<file path="config.mk">
export PLATFORM = sky130hd
export DESIGN_NAME = etg_seq
export DESIGN_NICKNAME = d
export VERILOG_FILES = /design/src/hw/rtl/etg_pkg.sv /design/src/hw/rtl/etg_seq.sv
export VERILOG_INCLUDE_DIRS = /design/src /design/src/hw/rtl
export SDC_FILE = /design/constraint.sdc
export NUM_CORES = 1
export LEC_CHECK = 0
export BUFFER_PORTS_ARGS = -buffer_cell sky130_fd_sc_hd__buf_2
export CORE_MARGIN = 4
export CORE_UTILIZATION = 40
export CTS_CLUSTER_SIZE = 28
export DETAILED_ROUTE_END_ITERATION = 8
export HOLD_SLACK_MARGIN = 0.08
export PLACE_DENSITY = 0.68
export SYNTH_ARGS = -nofsm -noshare
export SYNTH_HDL_FRONTEND = slang
export SYNTH_SLANG_ARGS = --single-unit
</file>
<file path="constraint.sdc">
create_clock -name clk_i -period 2.4 [get_ports clk_i]
set_input_delay 0.36 -clock clk_i [delete_from_list [all_inputs] [get_ports clk_i]]
set_output_delay 0.36 -clock clk_i [all_outputs]
set_load 0.02 [all_outputs]
</file>
<file path="src/hw/rtl/easing_tween_generator_assert.svh">
// Assertion macros shared by the divider, sequencer and top-level tween generator modules
`ifndef EASING_TWEEN_GENERATOR_ASSERT_SVH
`define EASING_TWEEN_GENERATOR_ASSERT_SVH

// Same-cycle implication, checked out of reset
`define ETG_ASSERT_NOW(lbl, ante, cons, msg) \
  lbl: assert property (@(posedge clk_i) disable iff (!rst_ni) (ante) |-> (cons)) \
    else $error(msg);

// Next-cycle implication, checked out of reset
`define ETG_ASSERT_NXT(lbl, ante, cons, msg) \
  lbl: assert property (@(posedge clk_i) disable iff (!rst_ni) (ante) |=> (cons)) \
    else $error(msg);

`endif

</file>
<file path="src/hw/rtl/etg_pkg.sv">
package etg_pkg;

  localparam int FRAC_BITS = 16;
  localparam int TIME_BITS = 24;
  localparam int TAB_BITS  = 10;
  localparam int TAB_N     = 1 << TAB_BITS;
  localparam int PC_BITS   = 5;

  localparam logic [63:0] Q30_LN2     = 64'd744261118;
  localparam logic [63:0] Q30_HALF_PI = 64'd1686629713;
  localparam logic [16:0] ONE         = 17'h10000;

  // Register indexes of the configuration port
  localparam logic [1:0] REG_CURVE_MODE = 2'd0;
  localparam logic [1:0] REG_START      = 2'd1;
  localparam logic [1:0] REG_CHANGE     = 2'd2;
  localparam logic [1:0] REG_DURATION   = 2'd3;

  // Curve codes
  localparam logic [3:0] MODE_LINEAR   = 4'd0;
  localparam logic [3:0] MODE_QUAD_IN  = 4'd1;
  localparam logic [3:0] MODE_QUAD_OUT = 4'd2;
  localparam logic [3:0] MODE_QUAD_IO  = 4'd3;
  localparam logic [3:0] MODE_SINE_IN  = 4'd4;
  localparam logic [3:0] MODE_SINE_OUT = 4'd5;
  localparam logic [3:0] MODE_SINE_IO  = 4'd6;
  localparam logic [3:0] MODE_ELAS_IN  = 4'd7;
  localparam logic [3:0] MODE_ELAS_OUT = 4'd8;
  localparam logic [3:0] MODE_ELAS_IO  = 4'd9;
  localparam logic [3:0] MODE_EXPO_IN  = 4'd10;
  localparam logic [3:0] MODE_EXPO_OUT = 4'd11;
  localparam logic [3:0] MODE_EXPO_IO  = 4'd12;

  typedef enum logic [3:0] {
    OP_NOP, OP_TIME, OP_DIVGO, OP_LOADU, OP_LIN, OP_QUAD, OP_SINA, OP_WSET,
    OP_ETURN, OP_ROMA, OP_ROMD, OP_SINE, OP_ELAS, OP_EXPO, OP_SCALE, OP_FIN
  } op_e;

  typedef enum logic [2:0] {
    J_NEXT, J_GOTO, J_WAIT, J_EARLY, J_BUSY, J_MODE, J_END
  } jmp_e;

  typedef enum logic [2:0] {
    CLS_LIN, CLS_QUAD, CLS_SINE, CLS_ELAS, CLS_EXPO
  } cls_e;

  typedef struct packed {
    op_e                op;
    jmp_e               jmp;
    logic [PC_BITS-1:0] target;
  } ucode_t;

  typedef struct packed {
    logic [3:0]           mode;
    logic signed [31:0]   start;
    logic signed [31:0]   change;
    logic [TIME_BITS-1:0] dur;
  } cfg_t;

  // Sequencer to datapath
  typedef struct packed {
    op_e  op;
    logic in_acc;
  } ctrl_t;

  // Datapath to sequencer
  typedef struct packed {
    logic early;
    logic busy;
    cls_e cls;
  } stat_t;

  typedef logic [FRAC_BITS:0] sin_tab_t [TAB_N+1];
  typedef logic [FRAC_BITS:0] exp_tab_t [TAB_N];

  function automatic logic [FRAC_BITS:0] q30_to_frac(longint v);
    logic [63:0] r;
    if (v < 0) v = 0;
    r = (64'(v) + (64'd1 << (29 - FRAC_BITS))) >> (30 - FRAC_BITS);
    if (r > 64'(ONE)) r = 64'(ONE);
    return r[FRAC_BITS:0];
  endfunction

  // Quarter-wave sine, series in Q30
  function automatic sin_tab_t build_sin();
    sin_tab_t    t;
    logic [63:0] x, x2, term;
    longint      sum;
    for (int k = 0; k <= TAB_N; k++) begin
      x    = (64'(k) * Q30_HALF_PI) >> TAB_BITS;
      x2   = (x * x) >> 30;
      term = x;
      sum  = longint'(x);
      for (int n = 1; n <= 10; n++) begin
        term = ((term * x2) >> 30) / 64'((2 * n) * (2 * n + 1));
        if (n % 2 == 1) sum = sum - longint'(term);
        else            sum = sum + longint'(term);
      end
      t[k] = q30_to_frac(sum);
    end
    return t;
  endfunction

  // 2^-x over one octave, series in Q30
  function automatic exp_tab_t build_exp();
    exp_tab_t    t;
    logic [63:0] y, term;
    longint      sum;
    for (int k = 0; k < TAB_N; k++) begin
      y    = (64'(k) * Q30_LN2) >> TAB_BITS;
      term = 64'd1 << 30;
      sum  = longint'(term);
      for (int n = 1; n <= 16; n++) begin
        term = ((term * y) >> 30) / 64'(n);
        if (n % 2 == 1) sum = sum - longint'(term);
        else            sum = sum + longint'(term);
      end
      t[k] = q30_to_frac(sum);
    end
    return t;
  endfunction

endpackage

</file>
<file path="src/hw/rtl/etg_seq.sv">
`include "easing_tween_generator_assert.svh"

// Microcode sequencer: step counter over a fixed control store
module etg_seq (
  input  logic            clk_i,
  input  logic            rst_ni,
  input  logic            in_valid_i,
  input  logic            out_free_i,
  input  etg_pkg::stat_t  stat_i,
  output etg_pkg::ctrl_t  ctrl_o,
  output logic            in_ready_o,
  output logic            out_load_o
);

  localparam logic [etg_pkg::PC_BITS-1:0] PC_IDLE  = 5'd0;
  localparam logic [etg_pkg::PC_BITS-1:0] PC_DIVWT = 5'd3;
  localparam logic [etg_pkg::PC_BITS-1:0] PC_LIN   = 5'd5;
  localparam logic [etg_pkg::PC_BITS-1:0] PC_QUAD  = 5'd6;
  localparam logic [etg_pkg::PC_BITS-1:0] PC_SINE  = 5'd7;
  localparam logic [etg_pkg::PC_BITS-1:0] PC_ELAS  = 5'd11;
  localparam logic [etg_pkg::PC_BITS-1:0] PC_EXPO  = 5'd16;
  localparam logic [etg_pkg::PC_BITS-1:0] PC_SCALE = 5'd20;
  localparam logic [etg_pkg::PC_BITS-1:0] PC_END   = 5'd22;

  function automatic etg_pkg::ucode_t uword(logic [etg_pkg::PC_BITS-1:0] pc);
    etg_pkg::ucode_t w;
    w = '{op: etg_pkg::OP_NOP, jmp: etg_pkg::J_GOTO, target: PC_IDLE};
    unique case (pc)
      5'd0:  w = '{etg_pkg::OP_NOP,   etg_pkg::J_WAIT,  PC_IDLE};
      5'd1:  w = '{etg_pkg::OP_TIME,  etg_pkg::J_EARLY, PC_END};
      5'd2:  w = '{etg_pkg::OP_DIVGO, etg_pkg::J_NEXT,  PC_IDLE};
      5'd3:  w = '{etg_pkg::OP_NOP,   etg_pkg::J_BUSY,  PC_IDLE};
      5'd4:  w = '{etg_pkg::OP_LOADU, etg_pkg::J_MODE,  PC_IDLE};
      5'd5:  w = '{etg_pkg::OP_LIN,   etg_pkg::J_GOTO,  PC_SCALE};
      5'd6:  w = '{etg_pkg::OP_QUAD,  etg_pkg::J_GOTO,  PC_SCALE};
      5'd7:  w = '{etg_pkg::OP_SINA,  etg_pkg::J_NEXT,  PC_IDLE};
      5'd8:  w = '{etg_pkg::OP_ROMA,  etg_pkg::J_NEXT,  PC_IDLE};
      5'd9:  w = '{etg_pkg::OP_ROMD,  etg_pkg::J_NEXT,  PC_IDLE};
      5'd10: w = '{etg_pkg::OP_SINE,  etg_pkg::J_GOTO,  PC_SCALE};
      5'd11: w = '{etg_pkg::OP_WSET,  etg_pkg::J_NEXT,  PC_IDLE};
      5'd12: w = '{etg_pkg::OP_ETURN, etg_pkg::J_NEXT,  PC_IDLE};
      5'd13: w = '{etg_pkg::OP_ROMA,  etg_pkg::J_NEXT,  PC_IDLE};
      5'd14: w = '{etg_pkg::OP_ROMD,  etg_pkg::J_NEXT,  PC_IDLE};
      5'd15: w = '{etg_pkg::OP_ELAS,  etg_pkg::J_GOTO,  PC_SCALE};
      5'd16: w = '{etg_pkg::OP_WSET,  etg_pkg::J_NEXT,  PC_IDLE};
      5'd17: w = '{etg_pkg::OP_ROMA,  etg_pkg::J_NEXT,  PC_IDLE};
      5'd18: w = '{etg_pkg::OP_ROMD,  etg_pkg::J_NEXT,  PC_IDLE};
      5'd19: w = '{etg_pkg::OP_EXPO,  etg_pkg::J_NEXT,  PC_IDLE};
      5'd20: w = '{etg_pkg::OP_SCALE, etg_pkg::J_NEXT,  PC_IDLE};
      5'd21: w = '{etg_pkg::OP_FIN,   etg_pkg::J_NEXT,  PC_IDLE};
      5'd22: w = '{etg_pkg::OP_NOP,   etg_pkg::J_END,   PC_IDLE};
      default: w = '{etg_pkg::OP_NOP, etg_pkg::J_GOTO,  PC_IDLE};
    endcase
    return w;
  endfunction

  logic [etg_pkg::PC_BITS-1:0] pc_q, pc_d;
  etg_pkg::ucode_t             uw_c;
  logic                        in_acc_c;
  logic                        load_c;

  assign uw_c     = uword(pc_q);
  assign in_acc_c = (uw_c.jmp == etg_pkg::J_WAIT) && in_valid_i;

  // Next step
  always_comb begin
    pc_d   = pc_q + 1'b1;
    load_c = 1'b0;
    unique case (uw_c.jmp)
      etg_pkg::J_NEXT:  pc_d = pc_q + 1'b1;
      etg_pkg::J_GOTO:  pc_d = uw_c.target;
      etg_pkg::J_WAIT:  pc_d = in_valid_i ? pc_q + 1'b1 : pc_q;
      etg_pkg::J_EARLY: pc_d = stat_i.early ? uw_c.target : pc_q + 1'b1;
      etg_pkg::J_BUSY:  pc_d = stat_i.busy ? pc_q : pc_q + 1'b1;
      etg_pkg::J_MODE: begin
        unique case (stat_i.cls)
          etg_pkg::CLS_QUAD: pc_d = PC_QUAD;
          etg_pkg::CLS_SINE: pc_d = PC_SINE;
          etg_pkg::CLS_ELAS: pc_d = PC_ELAS;
          etg_pkg::CLS_EXPO: pc_d = PC_EXPO;
          default:           pc_d = PC_LIN;
        endcase
      end
      etg_pkg::J_END: begin
        load_c = out_free_i;
        pc_d   = out_free_i ? PC_IDLE : pc_q;
      end
      default: pc_d = PC_IDLE;
    endcase
  end

  always_ff @(posedge clk_i or negedge rst_ni) begin
    if (!rst_ni) pc_q <= PC_IDLE;
    else         pc_q <= pc_d;
  end

  assign ctrl_o.op     = uw_c.op;
  assign ctrl_o.in_acc = in_acc_c;
  assign in_ready_o    = uw_c.jmp == etg_pkg::J_WAIT;
  assign out_load_o    = load_c;

  `ETG_ASSERT_NOW(a_seq_busy_wait, stat_i.busy, pc_q == PC_DIVWT,
                  "divider running outside the wait step")
  `ETG_ASSERT_NXT(a_seq_load_idle, load_c, pc_q == PC_IDLE,
                  "sequencer did not return to idle after a result")

endmodule

</file>
-- Word level (Yosys, flattened, before mapping)
Memories as Yosys holds them, arrays and structs flattened.
Index checks and enable logic that the tools add are counted.
- register bits: 5
- latch bits: 0
- RAM bits: 0
- memory bits (read-only): 320
- output and inout port bits: 7
- logic and storage cells: 26
- memories kept: 1
- memory list (name ; depth ; width ; read ports ; clocked after Yosys merged registers in ; write ports ; RTL line ; source):
    (no name shown) ; 32 ; 10 ; 1 ; 0 ; 0 ; etg_seq.sv:28 ; unique case (pc)
- $add $sub $neg: 1
- multipliers: 0
- div/mod/pow operators: 0
- $lt $le $gt $ge: 0
- equality and inequality tests: 13
- shift-type cells: 0
- multiplexer cells: 7
- bitwise logic cells: 0
- reductions and logical operators: 3
- operators with widths (kind ; number):
    $pmux 5 s7 ; 1
    $mux 5 ; 4
    $pmux 5 s4 ; 1
    $eq 3x2->1 const B ; 4
    $eq 3x3->1 const B ; 4
    $eq 3x1->1 const B ; 2
    $ne 2x2->1 const B ; 3
    $add 5x1->5 const B ; 1
    $logic_not 3->1 ; 1
    $reduce_and 3->1 ; 1
    $logic_and 1x1->1 ; 1
    $mux 1 ; 1

-- Longest topological paths before layout
Gate-level depths: netlist of the first run.
An unclocked memory read counts as a cell.
- depth after elaboration: 4
- gate-level depth with buffers: 8
- depth with buffers taken out: 7

-- Worst setup path after synthesis of the first run
No wires, ideal clock.
- path kind: reg-to-output
- start point: register pc_q[0] (netlist bit)
- end point: output ctrl_o[0] (netlist bit)
- arrival time: 2.098 ns
- required time: 2.040 ns
- path slack: -0.058 ns
- stages on the path, launching flop included: 9
- buffers on the path: 2
- path through: dfrtp_1 ha_1 buf_2 a21o_1 a22oi_1 nand2_1 nor2_1 and2_1 buf_4
- word-level cells in the longest chain between the ends: 3
- ends and longest elaborated chain (item ; RTL line ; source):
    start: declaration ; etg_seq.sv:57 ; logic [etg_pkg::PC_BITS-1:0] pc_q, pc_d;
    start signal: assignment ; etg_seq.sv:94 ; else pc_q <= pc_d;
    $mem_v2 32x10 ; n/a ;
    $eq 3x2->1 ; n/a ;
    via in_ready_o ; etg_seq.sv:11 ; output logic in_ready_o,
    $logic_and 1x1->1 ; etg_seq.sv:63 ; assign in_acc_c = (uw_c.jmp == etg_pkg::J_WAIT) && in_valid_i;
    end: declaration ; etg_seq.sv:10 ; output etg_pkg::ctrl_t ctrl_o,
The timed path passes the listed nets, and every way through them passes these cells.

==> summary.txt, run 1 <==
Timing
  – Setup Skew: 0.00776 ns
  – Peak Freq: 429 MHz
  – Slew headroom: 67.3%
  – Final hold viol count: 0
  – Final period util: 97.2%
  – Setup violators final: 0
  – Worst hold slack: 0.443 ns
  – Tmin final: 2.33 ns
  – Max Slew Vio Count: 0
  – Slew @ Worst Pin: 0.490 ns

Route
  – Detailed Route Iter0 Violations: 44
  – Detailed Route WL: 2.42 mm
  – ANT nets after route: 0
  – DR pass1 iterations: 4
  – DRC viols: 0
  – Via-to-Cell Ratio: 5.95
  – Routed len/inst: 15.3 µm
  – DR vias: 940

Synth
  – Net Count, Synth: 126
  – Top cells by area, synth: dfrtp_1, ha_1, nor2_1
  – Synth cell types: 51
  – Sequential area share after synthesis: 14.5%
  – Synth Area in XOR/XNOR: 5.07%
  – Number of synthesized register bits: 5
  – Ys flop type: dfrtp_1
  – Synthesized-area fraction occupied by and/or/nand/nor cells: 23.6%
  – Top-count cell post-synth: nor2_1
  – Area leader, netlist: dfrtp_1
  – Compound-cell area share of the yosys netlist: 32.7%
  – Adder-Cell Fraction of Synth Area: 10.1%
  – EDFF count, synth: 0
  – Mux cell area share after synthesis: 5.93%
  – Top cells by count, synth: nor2_1, ha_1, inv_1
  – Syn avg cell area: 7.86 µm²
  – Post-Syn Instances: 110
  – Largest family of logic cells by synthesized area: compound AO/OA/AOI/OAI gates
  – Ys async rst share: 100%
  – Mapped Area: 865 µm²
  – Top cell type's share of synthesized area: 14.5%
  – Synth warn: 0

Floorplan
  – Initial core utilization: 43.2%
  – DIE WIDTH: 54.5 µm
  – # rows: 16
  – Die Y: 54.5 µm
  – Core area: 2000 µm²
  – # IOs: 16
  – Die area: 2970 µm²

Worst setup path
  – Launching point of the worst reg2reg path: pc_q[0]$_DFFE_PN0P_
  – Worst Path Arrival: 1.97 ns
  – Reg2Reg Setup Slack: 0.30 ns
  – Crit Path Category: reg2out
  – CP Launch Type: register
  – Critical R2R Capture: pc_q[4]$_DFFE_PN0P_
  – Maximum fanout along the worst path: 13
  – Critical Path RT: 2.04 ns
  – R2R cell count: 8
  – CP Capture Type: primary output

Clock tree
  – CTS sink count: 5
  – Root buffer cell: clkbuf_4
  – TritonCTS Buffers: 3
  – Latest clock arrival within the worst-skew pair: 0.25 ns
  – Clock-pin slew on the worst setup and hold paths: 0.05 ns
  – # H-tree levels: 1
  – CTS tree: done
  – Clock Tree Buf Depth: 2

Placement
  – Port bufs: 15
  – DP HPWL: 1.73 mm
  – Final Wtd Congestion: 0.901

Finish
  – # diodes: 0
  – Multi-input gate area: 711 µm²
  – Share of layout cells above drive strength 1: 35.1%
  – Biggest register: pc_q
  – Max FFs per register: 5
  – Fillers: 202
  – Final #Nets: 148
  – Registers with the most flip-flops: pc_q x5
  – Syn-to-layout area delta: 25.2%
  – FF/Latch Area: 128 µm²

Pwr
  – Max VDD drop: 705 µV
  – Pwr Density: 1520 nW/µm²
  – LEAKAGE: 0.462 nW
  – Total Power: 1.64 mW

Global route
  – GRT Resource Usage Total: 17.3%
  – First-pass GRT wire length: 3.77 mm
  – Largest net degree at the start of global routing: 14
  – Total gr overflow: 0
  – Vias in the first global route: 835
  – Initial antenna violation count: 0

Worst hold path
  – Path type of the worst min-delay path: in2async

Flow run
  – Max-cap violation count: 0

Outcome
  – Status: finished, final reports clean
## area by class of cell
type                            count  area share, %
Inverter                            6           2.43
Clock buffer                        4           2.43
Sequential cell                     5           11.8
Multi-Input combinational cell     91           65.7
Tap cell                           27           3.12
Timing Repair Buffer               25           14.6
## worst max-delay path: stages (launching register included)
cell,delay (ns)
dfrtp_1,0.55
or4_4,0.56
or2_4,0.27
nor2_2,0.09
and2_1,0.12
buf_4,0.13
## metrics by stage
step                setup slack [ns]  area (µm²)  utilization, %  std cells   TNS, ns
finish                        0.0669        1080            54.1        158         0
global route                -0.00129        1080            54.1        158  -0.00129
CTS                           0.0128        1040            51.9        158         0
detailed placement             0.154         981            49.0        151         0
global placement               0.171         981            49.0        151         0
floorplan                     0.0364         867               -        110         0
## logic make-up (layout without fill, tap and decap cells)
logic type      Yosys count  count (layout)
simple gates             37              37
flops                     5               5
compound gates           37              37
fa+ha+maj                 7               7
mux                       5               5
buf+inv                  14              35
xor+xnor                  5               5
## worst max-delay path by stage
stage                              from         to  slack (ns)
finish              pc_q[2]$_DFFE_PN0P_  ctrl_o[0]        0.07
detailed placement  pc_q[0]$_DFFE_PN0P_  ctrl_o[0]        0.15
floorplan           pc_q[0]$_DFFE_PN0P_  ctrl_o[0]        0.04
global placement    pc_q[0]$_DFFE_PN0P_  ctrl_o[0]        0.17
CTS                 pc_q[1]$_DFFE_PN0P_  ctrl_o[0]        0.01
global route        pc_q[0]$_DFFE_PN0P_  ctrl_o[1]      -0.001
## per-layer routing
layer	track usage, %	vias up	routed length [µm]
met1	23.9	449	1140
met3	2.45	5	114
li1	-	456	-
met2	27.5	30	1130
met4	5.81	0	36
met5	0	-	0
## power by group
part	switching, mW	internal (mW)	total (mW)
combinational	0.710	0.611	1.32
clock	0.0373	0.0631	0.100
sequential	0.0976	0.124	0.222
total	0.845	0.798	1.64
## cell usage in the layout (no fill, tap or decap), types with 2 or more instances in the layout
cell | Yosys | routed
nand3_1 | 4 | 4
nor2_1 | 11 | 10
ha_2 | 0 | 2
or2_4 | 1 | 2
a21o_1 | 3 | 3
ha_1 | 7 | 4
o2bb2ai_1 | 2 | 2
buf_2 | 5 | 13
dfrtp_1 | 5 | 3
o22a_1 | 2 | 2
buf_4 | 1 | 11
nand2_1 | 4 | 3
mux2i_1 | 4 | 4
nor3_1 | 3 | 3
o22ai_1 | 5 | 5
nand3b_1 | 2 | 2
xnor2_1 | 4 | 4
dfrtp_2 | 0 | 2
o211ai_1 | 2 | 2
clkbuf_4 | 0 | 3
a21oi_1 | 3 | 3
a211oi_2 | 0 | 2
inv_1 | 6 | 5
o21ai_0 | 4 | 4
## what timing repair did
action,CTS,global route
pin swaps,0,2
cloned,0,0
endpoints found under the setup margin,3,5
hold buffers,1,0
gates resized for setup,3,10
buffers inserted,2,0
endpoints found under the hold margin,5,0
Note: power is estimated with default switching activity, not from simulation.
==> inputs of run 2 (changes only) <==
--- a/config.mk
+++ b/config.mk
@@ -8,11 +8,12 @@
 export LEC_CHECK = 0
 export BUFFER_PORTS_ARGS = -buffer_cell sky130_fd_sc_hd__buf_2
 export CORE_MARGIN = 4
-export CORE_UTILIZATION = 40
+export CORE_UTILIZATION = 54
 export CTS_CLUSTER_SIZE = 28
 export DETAILED_ROUTE_END_ITERATION = 8
 export HOLD_SLACK_MARGIN = 0.08
-export PLACE_DENSITY = 0.68
+export PLACE_DENSITY = 0.85
+export REMOVE_ABC_BUFFERS = 1
 export SYNTH_ARGS = -nofsm -noshare
 export SYNTH_HDL_FRONTEND = slang
 export SYNTH_SLANG_ARGS = --single-unit
==> summary.txt, run 2 (same netlist as run 1, synthesis figures left out) <==
Timing
  – Slew headroom: 73.9%
  – Setup Skew: 0.00299 ns
  – Worst Slack Setup Final: 0.0352 ns
  – Final period util: 98.5%
  – Final hold viol count: 0
  – Slew @ Worst Pin: 0.388 ns
  – Peak Freq: 423 MHz
  – Final TNS setup: 0 ns
  – Worst hold slack: 0.439 ns
  – Tmin final: 2.36 ns
  – Setup violators final: 0
  – Max Slew Vio Count: 0

Global route
  – Initial antenna violation count: 0
  – Total gr overflow: 0
  – Vias in the first global route: 888
  – Largest net degree at the start of global routing: 13
  – GRT Resource Usage Total: 23.8%
  – First-pass GRT wire length: 3.97 mm

Floorplan
  – # rows: 14
  – Core area: 1510 µm²
  – # IOs: 16
  – Die area: 2310 µm²
  – Initial core utilization: 57.4%
  – DIE WIDTH: 48.0 µm
  – Die Y: 48.0 µm

Finish
  – Final #Nets: 152
  – Max FFs per register: 5
  – Syn-to-layout area delta: 24.0%
  – Most common cell after layout, fill and taps aside: buf_2
  – Final Instance Area: 1070 µm²
  – Registers with the most flip-flops: pc_q x5
  – # diodes: 0
  – Final std cells w/o fill: 151
  – Biggest register: pc_q
  – Final Util: 71.2%
  – Fillers: 123
  – Share of layout cells above drive strength 1: 34.1%
  – Most frequent cells in the layout: buf_2, buf_4, nor2_1, inv_1, ha_1

Worst setup path
  – R2R cell count: 8
  – CP Launch Type: register
  – CP peak stage delay: 0.42 ns
  – Crit. Startpoint: pc_q[0]$_DFFE_PN0P_
  – Critical Path, Cell by Cell: buf_4 -> ha_1 -> mux2i_1 -> or2_4 -> nand2_2 -> nor2_1 -> and2_1 -> buf_2
  – Crit Path Category: reg2out
  – CP Capture Point: ctrl_o[0]
  – Maximum fanout along the worst path: 9
  – Cell count along the critical path: 8
  – Launching point of the worst reg2reg path: pc_q[0]$_DFFE_PN0P_
  – Delay-heaviest family, CP: simple AND/OR/NAND/NOR gates
  – Critical Path RT: 2.04 ns
  – Reg2Reg Setup Slack: 0.29 ns
  – Worst Path Arrival: 2.00 ns
  – Slowest CP cell: dfrtp_1
  – Buffer and inverter count on the worst path: 2
  – Critical R2R Capture: pc_q[4]$_DFFE_PN0P_
  – CP Capture Type: primary output

Route
  – DRC viols: 0
  – Via-to-Cell Ratio: 6.77
  – DR vias: 1022
  – Routed len/inst: 17.6 µm
  – ANT nets after route: 0
  – Detailed Route WL: 2.66 mm
  – Detailed Route Iter0 Violations: 66
  – DR pass1 iterations: 4

Placement
  – Post-placement cell count: 144
  – Port bufs: 15
  – Post-place setup slack: 0.198 ns
  – Final Wtd Congestion: 0.889
  – DP HPWL: 1.86 mm
  – Placed Instance Area: 995 µm²

Clock tree
  – Clock-pin slew on the worst setup and hold paths: 0.05 ns
  – CTS tree: done
  – Latest clock arrival within the worst-skew pair: 0.26 ns
  – Clock Tree Buf Depth: 2
  – CTS sink count: 5
  – # H-tree levels: 1
  – Root buffer cell: clkbuf_4
  – TritonCTS Buffers: 3

Worst hold path
  – Path type of the worst min-delay path: in2async

Pwr
  – Pwr Density: 1550 nW/µm²
  – Total Power: 1.66 mW
  – Max VDD drop: 773 µV
  – LEAKAGE: 0.486 nW

Flow run
  – Max-cap violation count: 0

Outcome
  – Status: finished, final reports clean
-- run 2: cell count changes in the layout (fill, tap and decap cells not counted), sizes merged --
cell,previous run,this run
clkinvlp,1,0
inv,5,6
buf,24,28
-- run 2: worst min-delay path by stage --
stage | slack [ns] | cells past startpoint | to
final | 0.44 | 2 | pc_q[4]$_DFFE_PN0P_
after global routing | 0.46 | 2 | pc_q[4]$_DFFE_PN0P_
after CTS | 0.44 | 2 | pc_q[3]$_DFFE_PN0P_
after detailed placement | 0.18 | 1 | pc_q[1]$_DFFE_PN0P_
after global placement | 0.18 | 1 | pc_q[2]$_DFFE_PN0P_
after floorplan | 0.06 | 0 | pc_q[0]$_DFFE_PN0P_
-- run 2: power breakdown --
| part | switching (mW) | leakage [nW] | internal [mW] |
|---|---|---|---|
| registers | 0.0611 | 0.0616 | 0.124 |
| clock network | 0.0419 | 0.0150 | 0.0633 |
| logic | 0.770 | 0.410 | 0.601 |
| total | 0.873 | 0.486 | 0.788 |
-- run 2: repair_timing --
item	4_1_cts	5_1_grt
gates resized for setup	2	6
setup buffers	0	2
pin swaps	0	0
endpoints found under the hold margin	5	0
hold buffers	1	0
endpoints found under the setup margin	2	4
-- run 2: per-layer routing --
layer  wire [µm]  share of wire, %  up-vias  track usage [%]
li1            -                 -      458                -
met1        1080                41      484             30.3
met2        1300                49       72             39.1
met3         249               9.3        8             4.89
met4          31               1.2        0             9.14
met5           0                 0        -                0
-- run 2: layout make-up --
cell class              count  area [µm²]  share of cell area, %
flip-flops and latches      5         128                   11.9
well taps                  16        20.0                   1.87
repair buffers             29         183                   17.0
multi-input cells          91         693                   64.6
inverters                   6        22.5                   2.10
clock buffers               4        26.3                   2.45
-- run 2: worst register-to-register path: stages, from the launching register on --
cell	delay [ns]
dfrtp_1	0.42
inv_1	0.17
buf_4	0.16
ha_1	0.23
nor2b_1	0.08
o31a_1	0.25
o211ai_1	0.28
o211ai_1	0.13
a221o_1	0.28
